### src/design/sll_pkg.sv
// sll_pkg: shared types and codes for the sequential list engine.
// No dependencies; imported by the cell, the core and the checker.
`default_nettype none

package sll_pkg;

    localparam int VALUE_W = 32;
    localparam int FUNC_W  = 4;
    localparam int STAT_W  = 2;

    localparam logic [FUNC_W-1:0] FN_PUSH_BACK  = 4'd0;
    localparam logic [FUNC_W-1:0] FN_PUSH_FRONT = 4'd1;
    localparam logic [FUNC_W-1:0] FN_POP_BACK   = 4'd2;
    localparam logic [FUNC_W-1:0] FN_POP_FRONT  = 4'd3;
    localparam logic [FUNC_W-1:0] FN_INSERT     = 4'd4;
    localparam logic [FUNC_W-1:0] FN_ERASE      = 4'd5;
    localparam logic [FUNC_W-1:0] FN_FIND       = 4'd6;
    localparam logic [FUNC_W-1:0] FN_MODIFY     = 4'd7;
    localparam logic [FUNC_W-1:0] FN_CLEAR      = 4'd8;

    localparam logic [STAT_W-1:0] ST_OK     = 2'd0;
    localparam logic [STAT_W-1:0] ST_FULL   = 2'd1;
    localparam logic [STAT_W-1:0] ST_EMPTY  = 2'd2;
    localparam logic [STAT_W-1:0] ST_BADPOS = 2'd3;

    typedef enum logic [2:0] {
        CELL_HOLD,
        CELL_INSERT,
        CELL_ERASE,
        CELL_WRITE,
        CELL_MATCH,
        CELL_SCAN
    } cell_op_t;

    typedef struct packed {
        cell_op_t                  op;
        logic signed [VALUE_W-1:0] value;
    } cell_ctrl_t;

    typedef enum logic {
        S_IDLE,
        S_SCAN
    } sll_state_t;

endpackage

`default_nettype wire

### src/design/sll_cell.sv
// sll_cell: one list slot; holds an element and a match flag, trades with neighbors.
// Depends on sll_pkg.
`default_nettype none

module sll_cell
    import sll_pkg::*;
#(
    parameter int IDX = 0,
    parameter int IW  = 6,
    parameter int PW  = 7
)
(
    input  wire                        clk,
    input  wire cell_ctrl_t            ctrl,
    input  wire        [IW-1:0]        idx,
    input  wire        [PW-1:0]        count,
    input  wire signed [VALUE_W-1:0]   left_data,
    input  wire signed [VALUE_W-1:0]   right_data,
    input  wire                        match_in,
    output logic signed [VALUE_W-1:0]  data,
    output logic                       match
);

    localparam logic [IW-1:0] MY_IDX = IW'(IDX);
    localparam logic [PW-1:0] MY_POS = PW'(IDX);

    logic signed [VALUE_W-1:0] data_reg, data_next;
    logic                      match_reg, match_next;

    always_comb
    begin
        data_next  = data_reg;
        match_next = match_reg;
        case (ctrl.op)
            CELL_INSERT:
            begin
                if (MY_IDX > idx)
                    data_next = left_data;
                else if (MY_IDX == idx)
                    data_next = ctrl.value;
            end
            CELL_ERASE:
            begin
                if (MY_IDX >= idx)
                    data_next = right_data;
            end
            CELL_WRITE:
            begin
                if (MY_IDX == idx)
                    data_next = ctrl.value;
            end
            CELL_MATCH: match_next = (data_reg == ctrl.value) && (MY_POS < count);
            CELL_SCAN:  match_next = match_in;
            default:    ;
        endcase
    end

    always_ff @(posedge clk)
    begin
        data_reg  <= data_next;
        match_reg <= match_next;
    end

    assign data  = data_reg;
    assign match = match_reg;

endmodule

`default_nettype wire

### config.mk
export PLATFORM = sky130hd
export DESIGN_NAME = sll_cell
export DESIGN_NICKNAME = d
export VERILOG_FILES = /design/src/design/sll_pkg.sv /design/src/design/sll_cell.sv
export SDC_FILE = /design/constraint.sdc
export NUM_CORES = 1
export LEC_CHECK = 0
export ABC_AREA = 1
export BUFFER_PORTS_ARGS = -buffer_cell sky130_fd_sc_hd__clkbuf_2
export CAP_MARGIN = 15
export CORE_MARGIN = 4
export CORE_UTILIZATION = 40
export CTS_BUF_LIST = sky130_fd_sc_hd__clkbuf_8
export DETAILED_ROUTE_END_ITERATION = 10
export PLACE_DENSITY = 0.79
export SETUP_SLACK_MARGIN = 0.2
export SLEW_MARGIN = 20
export SYNTH_ARGS = -nofsm -noshare
export SYNTH_HDL_FRONTEND = slang
export SYNTH_SLANG_ARGS = --single-unit
### constraint.sdc
create_clock -name clk -period 2.9 [get_ports clk]
set_input_delay 0.29 -clock clk [delete_from_list [all_inputs] [get_ports clk]]
set_output_delay 0.29 -clock clk [all_outputs]
set_load 0.05 [all_outputs]
==> reports/metrics.cfg, run 1 <==
[power_and_ir_drop]
pwr_density_cell_nw_per_um2 = 434
p_int_w = 0.000857
combPwrFrac_pct = 28.8
p_leak_nw = 1.45
p_switching_w = 0.000438
netSwitchingFraction_pct = 33.8
finalPower_w = 0.00130
max-vdd-ir-drop_mv = 0.281
seq_power_share_pct = 46.2
pwr-share-clk_pct = 25.0

[clock_tree]
cts.path.max_buffers = 2
clockRootBuffer = clkbuf_8
cts.hold.buffers_added = 0
ctsResizeCount = 0
cts_setup_buffers = 0
clock-sinks = 33
htree_levels = 2
cts_tree = yes
cts_buffers = 5
clk_pin_slew_worst_paths_ns = 0.07
worstSkewPairLatency_ns = 0.28

[global_route]
grt_use_total_pct = 18.9
grt.overflow.total = 0
grt_pass1_wl_mm = 10.9
grt_pass1_vias = 2382
antenna_found_initial = 0
grt_max_degree = 41

[floorplanning]
die_height_um = 83.6
start_util_pct = 41.5
die_w_um = 83.6
rows = 27
core_area_um2 = 5510
fp.dieArea_um2 = 6980
ios = 147

[detailed_routing]
via_per_inst = 5.08
first_pass_iters = 4
route.antenna.remaining_nets = 0
wl_met2_mm = 3.23
drc = 0
drt-total-wl_mm = 6.58
m1WireLength_mm = 2.79
drt_iter0_drc = 101
via_count = 2397
wl_per_cell_um = 13.9
routed.top_layer = met4
wl_met3_um = 512

[critical_path]
required_ns = 2.86
cp-end-kind = flop
path_class = input pin to flop
arrival_ns = 1.70
cp_max_fo = 23
start_kind = input pin

[place]
port_buffers = 114
place.gp.congestion = 0.790
dp_hpwl_mm = 4.80
dpl.cell_count = 464

[job]
maxCapViolCount = 0

[timing]
rsz0062_at_grt = false
hold_viol_final = 0
fin_skew_ns = 0.00235
finalCritPeriodShare_pct = 60.1
setup_viol = 0
slew_headroom_pct = 67.5
fmaxAchievable_mhz = 574
fin_crit_ns = 1.74
tightest_slew_ns = 0.487
setup_tns_ns = 0
drv_slew = 0

[cells_and_area]
areaGrowthSynthToFinish_pct = 30.7
final_util_pct = 54.2
nNetsFinal = 513
layout.cells.non_filler = 472
final_layout_size_suffix_gt1_share_pct = 33.8
largest_reg_flops = 32
num_antenna_cells = 0

[logic_synthesis]
syn_area_um2 = 2280
avgSynthCellArea_um2 = 7.93
ys.flop_type = edfxtp_1
yosysUniqueCellTypes = 21
ys.warnings.count = 0
ys_seq_elements = 33
syn-instance-count = 288
synth_nets = 402
yosysSeqAreaShare_pct = 43.4
synthArstFlopShare_pct = 0
synth_edf_count = 33

[worst_hold_path]
hold_class = input pin to flop

[outcome]
status = finished clean

==> layout by cell type, fill, tap and decap left out, drive strengths merged, types with 5 or more instances in the layout <==
| cell | Yosys | layout |
|---|---|---|
| xor2 | 5 | 5 |
| clkbuf | 1 | 119 |
| inv | 21 | 24 |
| o21ai | 14 | 14 |
| nand2 | 83 | 83 |
| edfxtp | 33 | 33 |
| buf | 15 | 6 |
| xnor2 | 19 | 19 |
| nand4 | 22 | 22 |
| nor2 | 40 | 40 |
| a31oi | 20 | 20 |
| a21oi | 8 | 8 |
==> worst max-delay path, stage by stage <==
cell      delay [ns]
clkbuf_2        0.09
nor2_2          0.09
buf_4           0.27
nand3_2         0.16
a21oi_4         0.39
buf_4           0.38
==> Yosys cell counts, types with 3 or more instances <==
| cell | count | area (um2) |
|---|---|---|
| nand2_1 | 82 | 308 |
| nor2_1 | 36 | 135 |
| edfxtp_1 | 33 | 991 |
| nand4_1 | 22 | 138 |
| a31oi_1 | 20 | 125 |
| xnor2_1 | 19 | 166 |
| inv_1 | 18 | 67.6 |
| o21ai_1 | 13 | 65.1 |
| buf_2 | 11 | 55.1 |
| a21oi_1 | 8 | 40.0 |
| xor2_1 | 5 | 43.8 |
| mux2i_1 | 4 | 40.0 |
| nor2_2 | 4 | 25.0 |
| inv_2 | 3 | 11.3 |
==> worst paths after layout <==
kind / to / slack, ns / start / cells past startpoint
max: data[0]$_DFFE_PP_ / 1.16 / idx[0] / 6
min: data[11]$_DFFE_PP_ / 0.28 / right_data[11] / 3
max reg2reg: match$_DFFE_PP_ / 1.64 / data[4]$_DFFE_PP_ / 5
min reg2reg: data[15]$_DFFE_PP_ / 0.68 / data[15]$_DFFE_PP_ / 2
==> area by class of cell <==
type / count / area, um2
flip-flops and latches: 33 / 991
inverters: 21 / 78.8
clock inverters: 3 / 11.3
fillers: 522 / 2520
clock buffers: 5 / 68.8
repair buffers: 120 / 616
well taps: 72 / 90.1
multi-input cells: 218 / 1130
==> kinds of logic (layout without fill, tap and decap cells) <==
logic type             count (synthesis)  count (layout)  synth area share, %
AO/OA/AOI/OAI                         42              42                 10.3
XOR/XNOR                              24              24                 9.21
buffers and inverters                 37             149                 7.67
flip-flops                            33              33                 43.4
multiplexers                           4               4                 1.75
AND/OR/NAND/NOR                      148             148                 27.7
==> power by group through the flow <==
stage	combinational (W)	sequential, W	clock, W
after floorplan	0.000137	0.000714	0
after global placement	0.000368	0.000606	0
after detailed placement	0.000374	0.000608	0
after CTS	0.000377	0.000598	0.000334
after global routing	0.000407	0.000603	0.000355
final	0.000373	0.000598	0.000324
==> through the flow <==
stage                     hold slack [ns]  instance area (um2)  setup slack (ns)
final                               0.277                 2980              1.16
after global routing                0.280                 2980              1.08
after CTS                           0.269                 2980              1.15
after detailed placement            0.563                 2900             0.890
after global placement              0.563                 2900             0.872
after floorplan                     0.476                 2290             0.814
==> metal layers <==
metal,vias up,GRT usage (%)
met5,-,0
met3,5,5.03
met2,92,33.7
met1,1101,23.3
li1,1199,-
met4,0,3.07
(Power assumes the default switching activity.)
==> run 2, diff against run 1 <==
--- a/config.mk
+++ b/config.mk
@@ -5,11 +5,11 @@
 export SDC_FILE = /design/constraint.sdc
 export NUM_CORES = 1
 export LEC_CHECK = 0
-export ABC_AREA = 1
+export ABC_AREA = 0
 export BUFFER_PORTS_ARGS = -buffer_cell sky130_fd_sc_hd__clkbuf_2
 export CAP_MARGIN = 15
 export CORE_MARGIN = 4
-export CORE_UTILIZATION = 40
+export CORE_UTILIZATION = 39
 export CTS_BUF_LIST = sky130_fd_sc_hd__clkbuf_8
 export DETAILED_ROUTE_END_ITERATION = 10
 export PLACE_DENSITY = 0.79
==> constraint.sdc (replaced) <==
create_clock -name clk -period 1.5 [get_ports clk]
set_input_delay 0.15 -clock clk [delete_from_list [all_inputs] [get_ports clk]]
set_output_delay 0.15 -clock clk [all_outputs]
set_load 0.05 [all_outputs]
==> run 2 against run 1 <==
Compared with the run above: combinational power grew 51%; register-to-register slack lost 1.6 ns; clock-buffer cell count is the same; global-route usage shrank 2.0 points.
==> reports/metrics.cfg, run 2 <==
[outcome]
status = finished clean  ; unchanged

[critical_path]
arrival_ns = 1.58  ; was 1.70 ns
critPathMaxStageDelay_ns = 0.45  ; was 0.39 ns
crit_path_frequent_cell = nand4_1  ; was buf_4
cp_max_fo = 3  ; was 23
required_ns = 1.64  ; was 2.86 ns
cp-end-kind = flop  ; unchanged
reg2reg_from = data[26]$_DFFE_PP_  ; was data[4]$_DFFE_PP_
crit_start = data[26]$_DFFE_PP_  ; was idx[0]
path_class = flop to flop  ; was input pin to flop
crit_buf_inv = 0  ; was 3
cp_top_family = simple AND/OR/NAND/NOR gates  ; was buffers and inverters
crit_chain = xnor2_2, nand4_1, nor4_2, nand4_1, o21ai_1  ; was clkbuf_2, nor2_2, buf_4, nand3_2, a21oi_4, buf_4
start_kind = flop  ; was input pin
crit_slowest_cell = edfxtp_1  ; was a21oi_4

[cells_and_area]
areaGrowthSynthToFinish_pct = 42.0  ; was 30.7%
layout_commonest_cell = clkbuf_2  ; unchanged
final_util_pct = 58.0  ; was 54.2%
nNetsFinal = 429  ; was 513
final_layout_size_suffix_gt1_share_pct = 44.3  ; was 33.8%
layout_common_cells = 114 x clkbuf_2, 33 x nand2_1, 33 x edfxtp_1  ; was 114 x clkbuf_2, 82 x nand2_1, 36 x nor2_1
largest_reg_flops = 32  ; unchanged
num_antenna_cells = 0  ; unchanged
fill_cells = 463  ; was 522

[clock_tree]
worstSkewPairLatency_ns = 0.28  ; about the same
clk_pin_slew_worst_paths_ns = 0.07  ; about the same
cts_tree = yes  ; unchanged
cts.hold.buffers_added = 0  ; unchanged
htree_levels = 2  ; unchanged
clock-sinks = 33  ; unchanged
clockRootBuffer = clkbuf_8  ; unchanged
cts_buffers = 5  ; unchanged
cts.path.max_buffers = 2  ; unchanged

[logic_synthesis]
synth_edf_count = 33  ; unchanged
yosysUniqueCellTypes = 22  ; was 21
synth_nets = 307  ; was 402
synth.area.top_cells = edfxtp_1 47%, mux2i_1 15%, xor2_1 9.5%  ; was edfxtp_1 43%, nand2_1 13%, xnor2_1 7.3%
ys_seq_elements = 33  ; unchanged
syn_area_um2 = 2110  ; was 2280 um2
ys.flop_type = edfxtp_1  ; unchanged
yosys.area.top_type = edfxtp_1  ; unchanged
yosysSeqAreaShare_pct = 46.9  ; was 43.4%
synth_top_area_share_pct = 46.9  ; was 43.4%
ys.warnings.count = 0  ; unchanged
syn-instance-count = 193  ; was 288
synth_common_cells = 33 x edfxtp_1, 33 x nand2_1, 32 x mux2i_1  ; was 82 x nand2_1, 36 x nor2_1, 33 x edfxtp_1
synthArstFlopShare_pct = 0  ; unchanged
avgSynthCellArea_um2 = 11.0  ; was 7.93 um2

[floorplanning]
core_area_um2 = 5170  ; was 5510 um2
ios = 147  ; unchanged
die_w_um = 81.6  ; was 83.6 um
start_util_pct = 40.9  ; was 41.5%
rows = 26  ; was 27
fp.dieArea_um2 = 6660  ; was 6980 um2
die_height_um = 81.6  ; was 83.6 um

[detailed_routing]
drc = 0  ; unchanged
first_pass_iters = 4  ; unchanged
drt_iter0_drc = 72  ; was 101
route.antenna.remaining_nets = 0  ; unchanged
drt-total-wl_mm = 5.66  ; was 6.58 mm
wl_per_cell_um = 14.7  ; was 13.9 um
via_count = 1874  ; was 2397
via_per_inst = 4.85  ; was 5.08

[timing]
fin_crit_ns = 1.44
fmaxAchievable_mhz = 692
tightest_slew_ns = 0.321  ; was 0.487 ns
fin_skew_ns = 0.00573  ; was 0.00235 ns
rsz0062_at_grt = true  ; was false
holdWs_ns = 0.148  ; was 0.277 ns
drv_slew = 0  ; unchanged
hold_viol_final = 0  ; unchanged
finalCritPeriodShare_pct = 96.3
setup_viol = 0  ; unchanged
slew_headroom_pct = 78.4  ; was 67.5%

[global_route]
antenna_found_initial = 0  ; unchanged
grt_max_degree = 35  ; was 41
grt.overflow.total = 0  ; unchanged
grt_pass1_vias = 1802  ; was 2382
grt_pass1_wl_mm = 8.49  ; was 10.9 mm
grt_use_total_pct = 16.9  ; was 18.9%

[power_and_ir_drop]
max-vdd-ir-drop_mv = 0.389  ; was 0.281 mV
p_leak_nw = 1.48  ; was 1.45 nW
pwr_density_cell_nw_per_um2 = 827  ; was 434 nW/um2

[place]
place.gp.congestion = 0.771  ; was 0.790
dp_hpwl_mm = 4.56  ; was 4.80 mm
port_buffers = 114  ; unchanged

[worst_hold_path]
min-delay-start = right_data[29]  ; was right_data[11]
hold_class = input pin to flop  ; unchanged

[job]
maxCapViolCount = 0  ; unchanged

## run 2: metal layers
metal  GRT usage [%]  up-vias  wire (um)
li1                -      945          -
met1            21.3      860       2390
met2            28.9       67       2780
met3            4.61        2        478
met4            3.99        0         15
met5               0        -          0
## run 2: area by class of cell
cell class                 count  area [um2]  area share [%]
multi-input combinational    151        1100            36.5
sequential                    33         991            33.0
timing repair buffer         124         721            24.0
tap                           70        87.6            2.92
clock buffer                   5        68.8            2.29
clock inverter                 3        37.5            1.25
## run 2: logic make-up (layout without fill, tap and decap cells)
group / count (synthesis) / count (layout) / synth area share [%]
simple gates: 53 / 53 / 13.7
buf+inv: 9 / 132 / 2.90
xor+xnor: 32 / 32 / 13.3
mux: 32 / 32 / 15.1
flops: 33 / 33 / 46.9
compound gates: 34 / 34 / 8.11
## run 2: power breakdown
part | internal, W | switching [W] | leakage (nW) | total [W]
combinational | 0.000222 | 0.000342 | 1.11 | 0.000564
clock | 0.000483 | 0.000322 | 0.0570 | 0.000805
sequential | 0.00108 | 0.0000377 | 0.310 | 0.00111
## run 2: through the flow
stage	TNS [ns]	std cells	total power, W	area [um2]	worst slack, ns
finish	0	386	0.00248	3000	0.0552
global route	-0.0507	386	0.00260	3000	-0.0507
CTS	0	386	0.00251	2990	0.0337
detailed placement	-0.0244	377	0.00169	2870	-0.0244
global placement	-0.0381	377	0.00168	2870	-0.0381
floorplan	-1.52	193	0.00145	2130	-0.0465
## run 2: worst register-to-register path, cell delays in order, from the launching register on
cell and delay [ns]:
edfxtp_1 0.45, xnor2_2 0.21, nand4_1 0.13, nor4_2 0.24, nand4_1 0.14, o21ai_1 0.15
## run 2: worst paths after layout
path / endpoint / depth (start not counted) / slack, ns
max: match$_DFFE_PP_ / 5 / 0.06
min: data[29]$_DFFE_PP_ / 3 / 0.15
max reg2reg: match$_DFFE_PP_ / 5 / 0.06
min reg2reg: data[5]$_DFFE_PP_ / 2 / 0.69
## run 2: timing repair
action,4_1_cts,5_1_grt
endpoints found under the setup margin,1,1
resized for setup,2,1
buffers inserted,1,0
